File: src/hw/rtl/alids_pkg.sv
// Package with the shared types and constants of the array list block.
`default_nettype none

package alids_pkg;

  localparam int unsigned MAX_ENTRIES = 64;
  localparam int unsigned ADDR_W      = $clog2(MAX_ENTRIES);
  localparam int unsigned CNT_W       = ADDR_W + 1;
  localparam int unsigned DATA_W      = 32;
  localparam int unsigned CAP_W       = 7;
  localparam int unsigned CAP_FLOOR   = 4;

  typedef enum logic [1:0] {
    CMD_APPEND = 2'd0,
    CMD_INSERT = 2'd1,
    CMD_DELETE = 2'd2,
    CMD_SEARCH = 2'd3
  } cmd_e;

  typedef enum logic [1:0] {
    ST_OK    = 2'd0,
    ST_FULL  = 2'd1,
    ST_RANGE = 2'd2,
    ST_MISS  = 2'd3
  } status_e;

  typedef enum logic [2:0] {
    S_IDLE,
    S_SCAN,
    S_INS_PUT,
    S_SW_HI,
    S_SW_MID,
    S_SW_ZERO
  } state_e;

  typedef struct packed {
    cmd_e                     cmd;
    logic [ADDR_W-1:0]        position;
    logic signed [DATA_W-1:0] value;
  } req_t;

  typedef struct packed {
    status_e                  status;
    logic signed [DATA_W-1:0] item_out;
    logic [ADDR_W-1:0]        found_at;
    logic [CNT_W-1:0]         count;
  } rsp_t;

  typedef struct packed {
    logic              we;
    logic [ADDR_W-1:0] addr;
    logic [DATA_W-1:0] data;
  } ram_wr_t;

endpackage

`default_nettype wire

File: src/hw/rtl/alids_ram.sv
// Single-port-write, registered-read memory that holds the list entries.
`default_nettype none

module alids_ram
  import alids_pkg::*;
(
  input  wire logic              clk_i,
  input  wire ram_wr_t           wr_i,
  input  wire logic [ADDR_W-1:0] rd_addr_i,
  output logic      [DATA_W-1:0] rd_data_o
);

  logic [DATA_W-1:0] mem_q [MAX_ENTRIES];
  logic [DATA_W-1:0] rd_data_q;

  always_ff @(posedge clk_i) begin
    if (wr_i.we) begin
      mem_q[wr_i.addr] <= wr_i.data;
    end
  end

  always_ff @(posedge clk_i) begin
    rd_data_q <= mem_q[rd_addr_i];
  end

  assign rd_data_o = rd_data_q;

endmodule

`default_nettype wire

File: src/hw/rtl/array_list_insert_delete_search.sv
// Top level of the array list with append, insert, delete and move-to-front search.
//
//   Channel   Signals                  Direction  Transfer when
//   command   start, busy, req_i       in         start high and busy low at a rising edge
//   result    done_o, rsp_o            out        the one cycle that done_o is high
//   config    cfg_we_i, cfg_wdata_i    in         cfg_we_i high at a rising edge
//
// Append and every rejected command finish at the accepting edge; the result shows
// in the next cycle. Insert and delete walk the entries that move, one memory read
// and one write per cycle. Search reads one entry per cycle from slot zero and,
// on a match away from slot zero, then makes the three reordering writes.
// Reset clears the length and sets capacity to its full value; there is no clearing pass.
// The receiver cannot stall: each result is presented for exactly one cycle.
`default_nettype none

module array_list_insert_delete_search
  import alids_pkg::*;
(
  input  wire logic             clk_i,
  input  wire logic             rst_ni,
  input  wire logic             start,
  output logic                  busy,
  input  wire req_t             req_i,
  output logic                  done_o,
  output rsp_t                  rsp_o,
  input  wire logic             cfg_we_i,
  input  wire logic [CAP_W-1:0] cfg_wdata_i
);

  state_e            state_q, state_d;
  cmd_e              op_q, op_d;
  logic [ADDR_W-1:0] pos_q, pos_d;
  logic [DATA_W-1:0] val_q, val_d;
  logic [CNT_W-1:0]  len_q, len_d;
  logic [CAP_W-1:0]  cap_q;
  logic [ADDR_W-1:0] scan_addr_q, scan_addr_d;
  logic [CNT_W-1:0]  scan_left_q, scan_left_d;
  logic              vld_q, vld_d;
  logic [ADDR_W-1:0] last_addr_q, last_addr_d;
  logic [DATA_W-1:0] item_q, item_d;
  logic [DATA_W-1:0] e0_q, e0_d;
  logic [DATA_W-1:0] prev_q, prev_d;
  logic [ADDR_W-1:0] found_q, found_d;
  logic              done_q, done_d;
  rsp_t              rsp_q, rsp_d;

  ram_wr_t           wr;
  logic [DATA_W-1:0] rd_data;

  logic              accept;
  logic [CAP_W-1:0]  eff_cap;
  logic              room;
  logic [CNT_W-1:0]  pos_ext;
  logic              hit;

  assign accept  = start && !busy;
  assign pos_ext = {1'b0, req_i.position};
  assign hit     = vld_q && (op_q == CMD_SEARCH) && (rd_data == val_q);

  always_comb begin
    if (cap_q <= CAP_W'(1)) begin
      eff_cap = CAP_W'(CAP_FLOOR);
    end else if (cap_q > CAP_W'(MAX_ENTRIES)) begin
      eff_cap = CAP_W'(MAX_ENTRIES);
    end else begin
      eff_cap = cap_q;
    end
  end

  assign room = CAP_W'(len_q) < eff_cap;

  alids_ram u_ram (
    .clk_i     (clk_i),
    .wr_i      (wr),
    .rd_addr_i (scan_addr_q),
    .rd_data_o (rd_data)
  );

  // Next state.
  always_comb begin
    state_d = state_q;
    unique case (state_q)
      S_IDLE: begin
        if (accept) begin
          priority if (req_i.cmd == CMD_INSERT) begin
            if (pos_ext <= len_q && room) state_d = S_SCAN;
          end else if (req_i.cmd == CMD_DELETE) begin
            if (pos_ext < len_q) state_d = S_SCAN;
          end else if (req_i.cmd == CMD_SEARCH) begin
            state_d = S_SCAN;
          end else begin
            state_d = S_IDLE;
          end
        end
      end
      S_SCAN: begin
        if (hit) begin
          state_d = (last_addr_q == '0) ? S_IDLE : S_SW_HI;
        end else if (scan_left_q == '0 && !vld_q) begin
          state_d = (op_q == CMD_INSERT) ? S_INS_PUT : S_IDLE;
        end
      end
      S_INS_PUT: state_d = S_IDLE;
      S_SW_HI:   state_d = S_SW_MID;
      S_SW_MID:  state_d = S_SW_ZERO;
      S_SW_ZERO: state_d = S_IDLE;
      default:   state_d = S_IDLE;
    endcase
  end

  // Datapath, memory port and result.
  always_comb begin
    op_d        = op_q;
    pos_d       = pos_q;
    val_d       = val_q;
    len_d       = len_q;
    scan_addr_d = scan_addr_q;
    scan_left_d = scan_left_q;
    vld_d       = 1'b0;
    last_addr_d = last_addr_q;
    item_d      = item_q;
    e0_d        = e0_q;
    prev_d      = prev_q;
    found_d     = found_q;
    done_d      = 1'b0;
    rsp_d       = rsp_q;
    wr.we       = 1'b0;
    wr.addr     = scan_addr_q;
    wr.data     = val_q;

    unique case (state_q)
      S_IDLE: begin
        if (accept) begin
          op_d   = req_i.cmd;
          pos_d  = req_i.position;
          val_d  = req_i.value;
          item_d = '0;
          rsp_d  = '{status: ST_OK, item_out: '0, found_at: '0, count: len_q};
          unique case (req_i.cmd)
            CMD_APPEND: begin
              done_d = 1'b1;
              if (room) begin
                wr.we       = 1'b1;
                wr.addr     = len_q[ADDR_W-1:0];
                wr.data     = req_i.value;
                len_d       = len_q + CNT_W'(1);
                rsp_d.count = len_q + CNT_W'(1);
              end else begin
                rsp_d.status = ST_FULL;
              end
            end
            CMD_INSERT: begin
              if (pos_ext > len_q) begin
                done_d       = 1'b1;
                rsp_d.status = ST_RANGE;
              end else if (!room) begin
                done_d       = 1'b1;
                rsp_d.status = ST_FULL;
              end else begin
                // Entries move up, so the walk starts at the top.
                scan_addr_d = len_q[ADDR_W-1:0] - ADDR_W'(1);
                scan_left_d = len_q - pos_ext;
              end
            end
            CMD_DELETE: begin
              if (pos_ext >= len_q) begin
                done_d       = 1'b1;
                rsp_d.status = ST_RANGE;
              end else begin
                scan_addr_d = req_i.position;
                scan_left_d = len_q - pos_ext;
              end
            end
            CMD_SEARCH: begin
              scan_addr_d = '0;
              scan_left_d = len_q;
            end
            default: ;
          endcase
        end
      end

      S_SCAN: begin
        // One read is issued per cycle; vld_q marks the registered read data.
        if (scan_left_q != '0 && !hit) begin
          scan_addr_d = (op_q == CMD_INSERT) ? scan_addr_q - ADDR_W'(1)
                                             : scan_addr_q + ADDR_W'(1);
          scan_left_d = scan_left_q - CNT_W'(1);
          vld_d       = 1'b1;
          last_addr_d = scan_addr_q;
        end
        if (vld_q) begin
          unique case (op_q)
            CMD_INSERT: begin
              wr.we   = 1'b1;
              wr.addr = last_addr_q + ADDR_W'(1);
              wr.data = rd_data;
            end
            CMD_DELETE: begin
              if (last_addr_q == pos_q) begin
                item_d = rd_data;
              end else begin
                wr.we   = 1'b1;
                wr.addr = last_addr_q - ADDR_W'(1);
                wr.data = rd_data;
              end
            end
            CMD_SEARCH: begin
              // The word just below the match is kept for the reordering writes.
              if (!hit) prev_d = rd_data;
              if (last_addr_q == '0) e0_d = rd_data;
              if (hit) begin
                found_d = last_addr_q;
                if (last_addr_q == '0) begin
                  done_d = 1'b1;
                  rsp_d  = '{status: ST_OK, item_out: '0, found_at: '0, count: len_q};
                end
              end
            end
            default: ;
          endcase
        end else if (scan_left_q == '0) begin
          if (op_q == CMD_DELETE) begin
            len_d  = len_q - CNT_W'(1);
            done_d = 1'b1;
            rsp_d  = '{status: ST_OK, item_out: item_q, found_at: '0,
                       count: len_q - CNT_W'(1)};
          end else if (op_q == CMD_SEARCH) begin
            done_d = 1'b1;
            rsp_d  = '{status: ST_MISS, item_out: '0, found_at: '0, count: len_q};
          end
        end
      end

      S_INS_PUT: begin
        wr.we   = 1'b1;
        wr.addr = pos_q;
        wr.data = val_q;
        len_d   = len_q + CNT_W'(1);
        done_d  = 1'b1;
        rsp_d   = '{status: ST_OK, item_out: '0, found_at: '0,
                    count: len_q + CNT_W'(1)};
      end

      // The match moves to slot zero, the old front word to the slot just below
      // the match, and that slot's word to where the match was. The write order
      // also covers a match at slot one.
      S_SW_HI: begin
        wr.we   = 1'b1;
        wr.addr = found_q;
        wr.data = prev_q;
      end
      S_SW_MID: begin
        wr.we   = 1'b1;
        wr.addr = found_q - ADDR_W'(1);
        wr.data = e0_q;
      end
      S_SW_ZERO: begin
        wr.we   = 1'b1;
        wr.addr = '0;
        wr.data = val_q;
        done_d  = 1'b1;
        rsp_d   = '{status: ST_OK, item_out: '0, found_at: found_q, count: len_q};
      end

      default: ;
    endcase
  end

  always_ff @(posedge clk_i or negedge rst_ni) begin
    if (!rst_ni) begin
      state_q     <= S_IDLE;
      len_q       <= '0;
      cap_q       <= CAP_W'(MAX_ENTRIES);
      scan_left_q <= '0;
      vld_q       <= 1'b0;
      done_q      <= 1'b0;
    end else begin
      state_q     <= state_d;
      len_q       <= len_d;
      scan_left_q <= scan_left_d;
      vld_q       <= vld_d;
      done_q      <= done_d;
      if (cfg_we_i) begin
        cap_q <= cfg_wdata_i;
      end
    end
  end

  always_ff @(posedge clk_i) begin
    op_q        <= op_d;
    pos_q       <= pos_d;
    val_q       <= val_d;
    scan_addr_q <= scan_addr_d;
    last_addr_q <= last_addr_d;
    item_q      <= item_d;
    e0_q        <= e0_d;
    prev_q      <= prev_d;
    found_q     <= found_d;
    rsp_q       <= rsp_d;
  end

  assign busy   = (state_q != S_IDLE);
  assign done_o = done_q;
  assign rsp_o  = rsp_q;

  a_len_bound: assert property (@(posedge clk_i) disable iff (!rst_ni)
    len_q <= CNT_W'(MAX_ENTRIES))
    else $error("list length beyond the memory depth");

  a_done_on_finish: assert property (@(posedge clk_i) disable iff (!rst_ni)
    $fell(busy) |-> done_o)
    else $error("multi-cycle command finished without a result");

  a_idle_write_is_append: assert property (@(posedge clk_i) disable iff (!rst_ni)
    (wr.we && state_q == S_IDLE) |-> (accept && req_i.cmd == CMD_APPEND && room))
    else $error("memory written while idle by something other than an append");

  a_swap_not_front: assert property (@(posedge clk_i) disable iff (!rst_ni)
    (state_q == S_SW_HI) |-> (found_q != '0))
    else $error("reordering started for a match at slot zero");

  a_done_single: assert property (@(posedge clk_i) disable iff (!rst_ni)
    (done_o && busy) |-> !done_q)
    else $error("result strobe raised while a command is still running");

endmodule

`default_nettype wire
File: config.mk
export PLATFORM = sky130hd
export DESIGN_NAME = array_list_insert_delete_search
export DESIGN_NICKNAME = d
export VERILOG_FILES = /design/src/hw/rtl/alids_pkg.sv /design/src/hw/rtl/alids_ram.sv /design/src/hw/rtl/array_list_insert_delete_search.sv
export SDC_FILE = /design/constraint.sdc
export NUM_CORES = 2
export LEC_CHECK = 0
export ABC_AREA = 1
export BUFFER_PORTS_ARGS = -buffer_cell sky130_fd_sc_hd__buf_2
export CELL_PAD_IN_SITES_DETAIL_PLACEMENT = 1
export CELL_PAD_IN_SITES_GLOBAL_PLACEMENT = 2
export CORE_MARGIN = 2
export CORE_UTILIZATION = 48
export CTS_CLUSTER_SIZE = 14
export DETAILED_ROUTE_END_ITERATION = 16
export GPL_TIMING_DRIVEN = 0
export PLACE_DENSITY = 0.81
export SYNTH_ARGS = -nofsm -noshare
export SYNTH_HDL_FRONTEND = slang
export SYNTH_SLANG_ARGS = --single-unit
File: constraint.sdc
create_clock -name clk_i -period 13.74 [get_ports clk_i]
set_input_delay 2.061 -clock clk_i [delete_from_list [all_inputs] [get_ports clk_i]]
set_output_delay 2.061 -clock clk_i [all_outputs]
set_load 0.02 [all_outputs]
==> flow_summary.ini <==
[outcome]
outcome = complete, but fails checks
violations = capacitance limit, slew limit

[floorplanning]
num_io_pins = 100
die-area_sq_um = 198000
coreArea_sq_um = 193000
die_w_um = 444
die_h_um = 444
start_util_pct = 48.3
fp-row-count = 161

[pwr]
power.leakage_uw = 0.0361
p_per_area_nw_per_um2 = 308
pwr-share-seq_pct = 32.8
p_switching_uw = 15900
p_int_uw = 17900
p_clk_share_pct = 19.3
combinationalPowerShare_pct = 47.9
vdd_ir_drop_max_mv = 0.156
switching_share_pct = 47.0

[worst_hold_path]
min_from = last_addr_q[2]
hold_class = flip-flop to flip-flop
hold_path_depth = 0

[sta]
hold_viol = 0
period_share_pct = 50.3
slew_headroom_pct = -8.99
clock.fmax_mhz = 145
hold_ws_ns = 0.457
finalSetupViolCount = 0
fin_skew_ns = 0.0503
tightest_slew_ns = 1.63
tns_ns = 0
min_period_ns = 6.90
maxSlewViolCount = 47
rsz0062_at_grt = no

[routing]
drc_errors = 0
via_per_inst = 6.76
dr.pass1.iters = 6
routed_wirelength_mm = 424
ant_nets = 0
drtIter0Drc = 12564
route.vias.total = 72535
wl_per_cell_um = 39.5

[final_layout]
instances_no_fill = 10729
fillers = 19006
stdcell_area_sq_um = 110000
area_growth_pct = 17.8
drive_gt1_share_pct = 11.0
finalNetCount = 8067

[cts]
clockBufferDepth = 3
cts_resized = 0
clk_latency_ns = 0.94
cts-root-buf = clkbuf_16
h-tree-depth = 4
cts_tree = built
cts_buffers = 236
clock-sinks = 2307
cts_setup_buffers = 0
cts.clk_slew.worst_paths_ns = 0.07
cts_hold_buf = 0

[global_route]
overflow = 0
grt_pass1_vias = 70697
grt_pass1_wl_mm = 571
grt_max_degree = 39
grt_use_total_pct = 42.3
antenna_found_initial = 56

[worst_setup_path]
end_kind = flip-flop
cp-start-kind = flip-flop
reg2reg_depth = 9
critPathMaxFanout = 10
criticalPathCategory = flip-flop to flip-flop
r2r_start = scan_addr_q[2]
crit_arrival_ns = 7.63
crit_start = scan_addr_q[2]
cp.required_ns = 14.47

[logic_synthesis]
syn_nets = 7535
synth.area.top_cells = edfxtp_1 73%, o21ai_0 7.4%, nor2_1 6.4%
synth_seq_cells = 2307
synth-edff-count = 2249
async_reset_ff_share_pct = 1.13
ys_warn_count = 0
syn_area_sq_um = 93100
synthDistinctLibCells = 56
synth_area_per_cell_sq_um = 12.5
synth_top_area_share_pct = 72.5
synth_commonest_cells = 2,249 x edfxtp_1, 1,580 x nor2_1, 1,376 x o21ai_0
synth_top_cell_by_area = edfxtp_1
synthFlopType = edfxtp_1
syn_inst = 7450
synth_most_common_cell = edfxtp_1
ys_seq_area_share_pct = 73.9

[placed_design]
place_inst = 10270
place_area_sq_um = 102000
portBuffers = 99
gp_congestion = 1.01
dpl.hpwl_mm = 309

[run]
maxCapViolCount = 5
[registers in the layout, summed over array words and instances (netlist names), 7 cells and up]
name	flops
scan_left_q	7
item_q	32
rsp_o	47
u_ram.mem_q	2048
e0_q	32
cap_q	7
len_q	7
prev_q	32
val_q	32
u_ram.rd_data_o	32
[worst paths after layout]
path	end	slack (ns)
hold reg to reg	found_q[2]	0.46
setup / recovery	u_ram.rd_data_o[25]	6.84
min in group asynchronous	len_q[6]	1.20
setup reg to reg	u_ram.rd_data_o[25]	6.84
hold / removal	found_q[2]	0.46
max in group asynchronous	done_o	12.06
[layout make-up]
cell class	instances	area (sq um)	area share (%)
Tap cell	2526	3160	2.88
Inverter	200	751	0.685
Antenna cell	12	30.0	0.0274
Clock buffer	291	6220	5.67
Multi-Input combinational cell	4447	22400	20.4
Clock inverter	156	1500	1.36
Timing Repair Buffer	294	4790	4.37
Sequential cell	2307	68800	62.8
Buffer	496	2010	1.84
[layer usage]
metal | track usage, % | vias to the layer above | share of wire (%)
li1 | - | 28613 | -
met1 | 53.9 | 36601 | 35
met2 | 62.1 | 5867 | 43
met3 | 13.5 | 1414 | 14
met4 | 28.0 | 40 | 8.1
met5 | 0 | - | 0.067
[layout by cell type (no fill, tap or decap), types with 68 or more instances in the layout]
cell	n
edfxtp_1	2249
buf_12	117
o22ai_1	623
buf_16	68
nor2_1	1515
clkbuf_1	405
o21ai_0	1376
nand3_1	90
clkbuf_16	240
a21oi_1	92
buf_2	200
nand2_1	390
inv_1	187
[stage by stage]
step                      utilization (%)  total power [uW]  setup slack (ns)
after floorplan                         -             17600              5.92
after global placement               50.2             25100              1.90
after detailed placement             52.9             26500              7.46
after CTS                            56.9             32900              7.60
after global routing                 56.9             34100              7.42
final                                56.9             33800              6.84
[cells by family after synthesis]
group,after synthesis,share of synthesized area [%]
multiplexers,1,0.0121
XOR/XNOR,34,0.320
buffers and inverters,696,2.96
AO/OA/AOI/OAI,2231,13.2
flip-flops,2307,73.9
adder cells (fa/ha/maj),34,0.473
AND/OR/NAND/NOR,2147,9.11
[power by group through the flow]
stage	registers (uW)	logic (uW)	clock network, uW
2_1_floorplan	11400	6200	0
3_3_place_gp	12000	13100	0
3_5_place_dp	11200	15300	0
4_1_cts	11100	15300	6490
5_1_grt	11100	16300	6730
6_report	11100	16200	6510
[critical path, cell delays in order (launching register included)]
cell	delay, ns
edfxtp_1	0.46
clkbuf_1	0.55
inv_1	0.70
buf_2	0.59
clkbuf_1	1.09
clkbuf_1	1.13
nor2_1	0.24
o32ai_1	0.97
nor2_1	0.24
o22ai_1	0.71
Note: power is estimated with default switching activity, not from simulation.
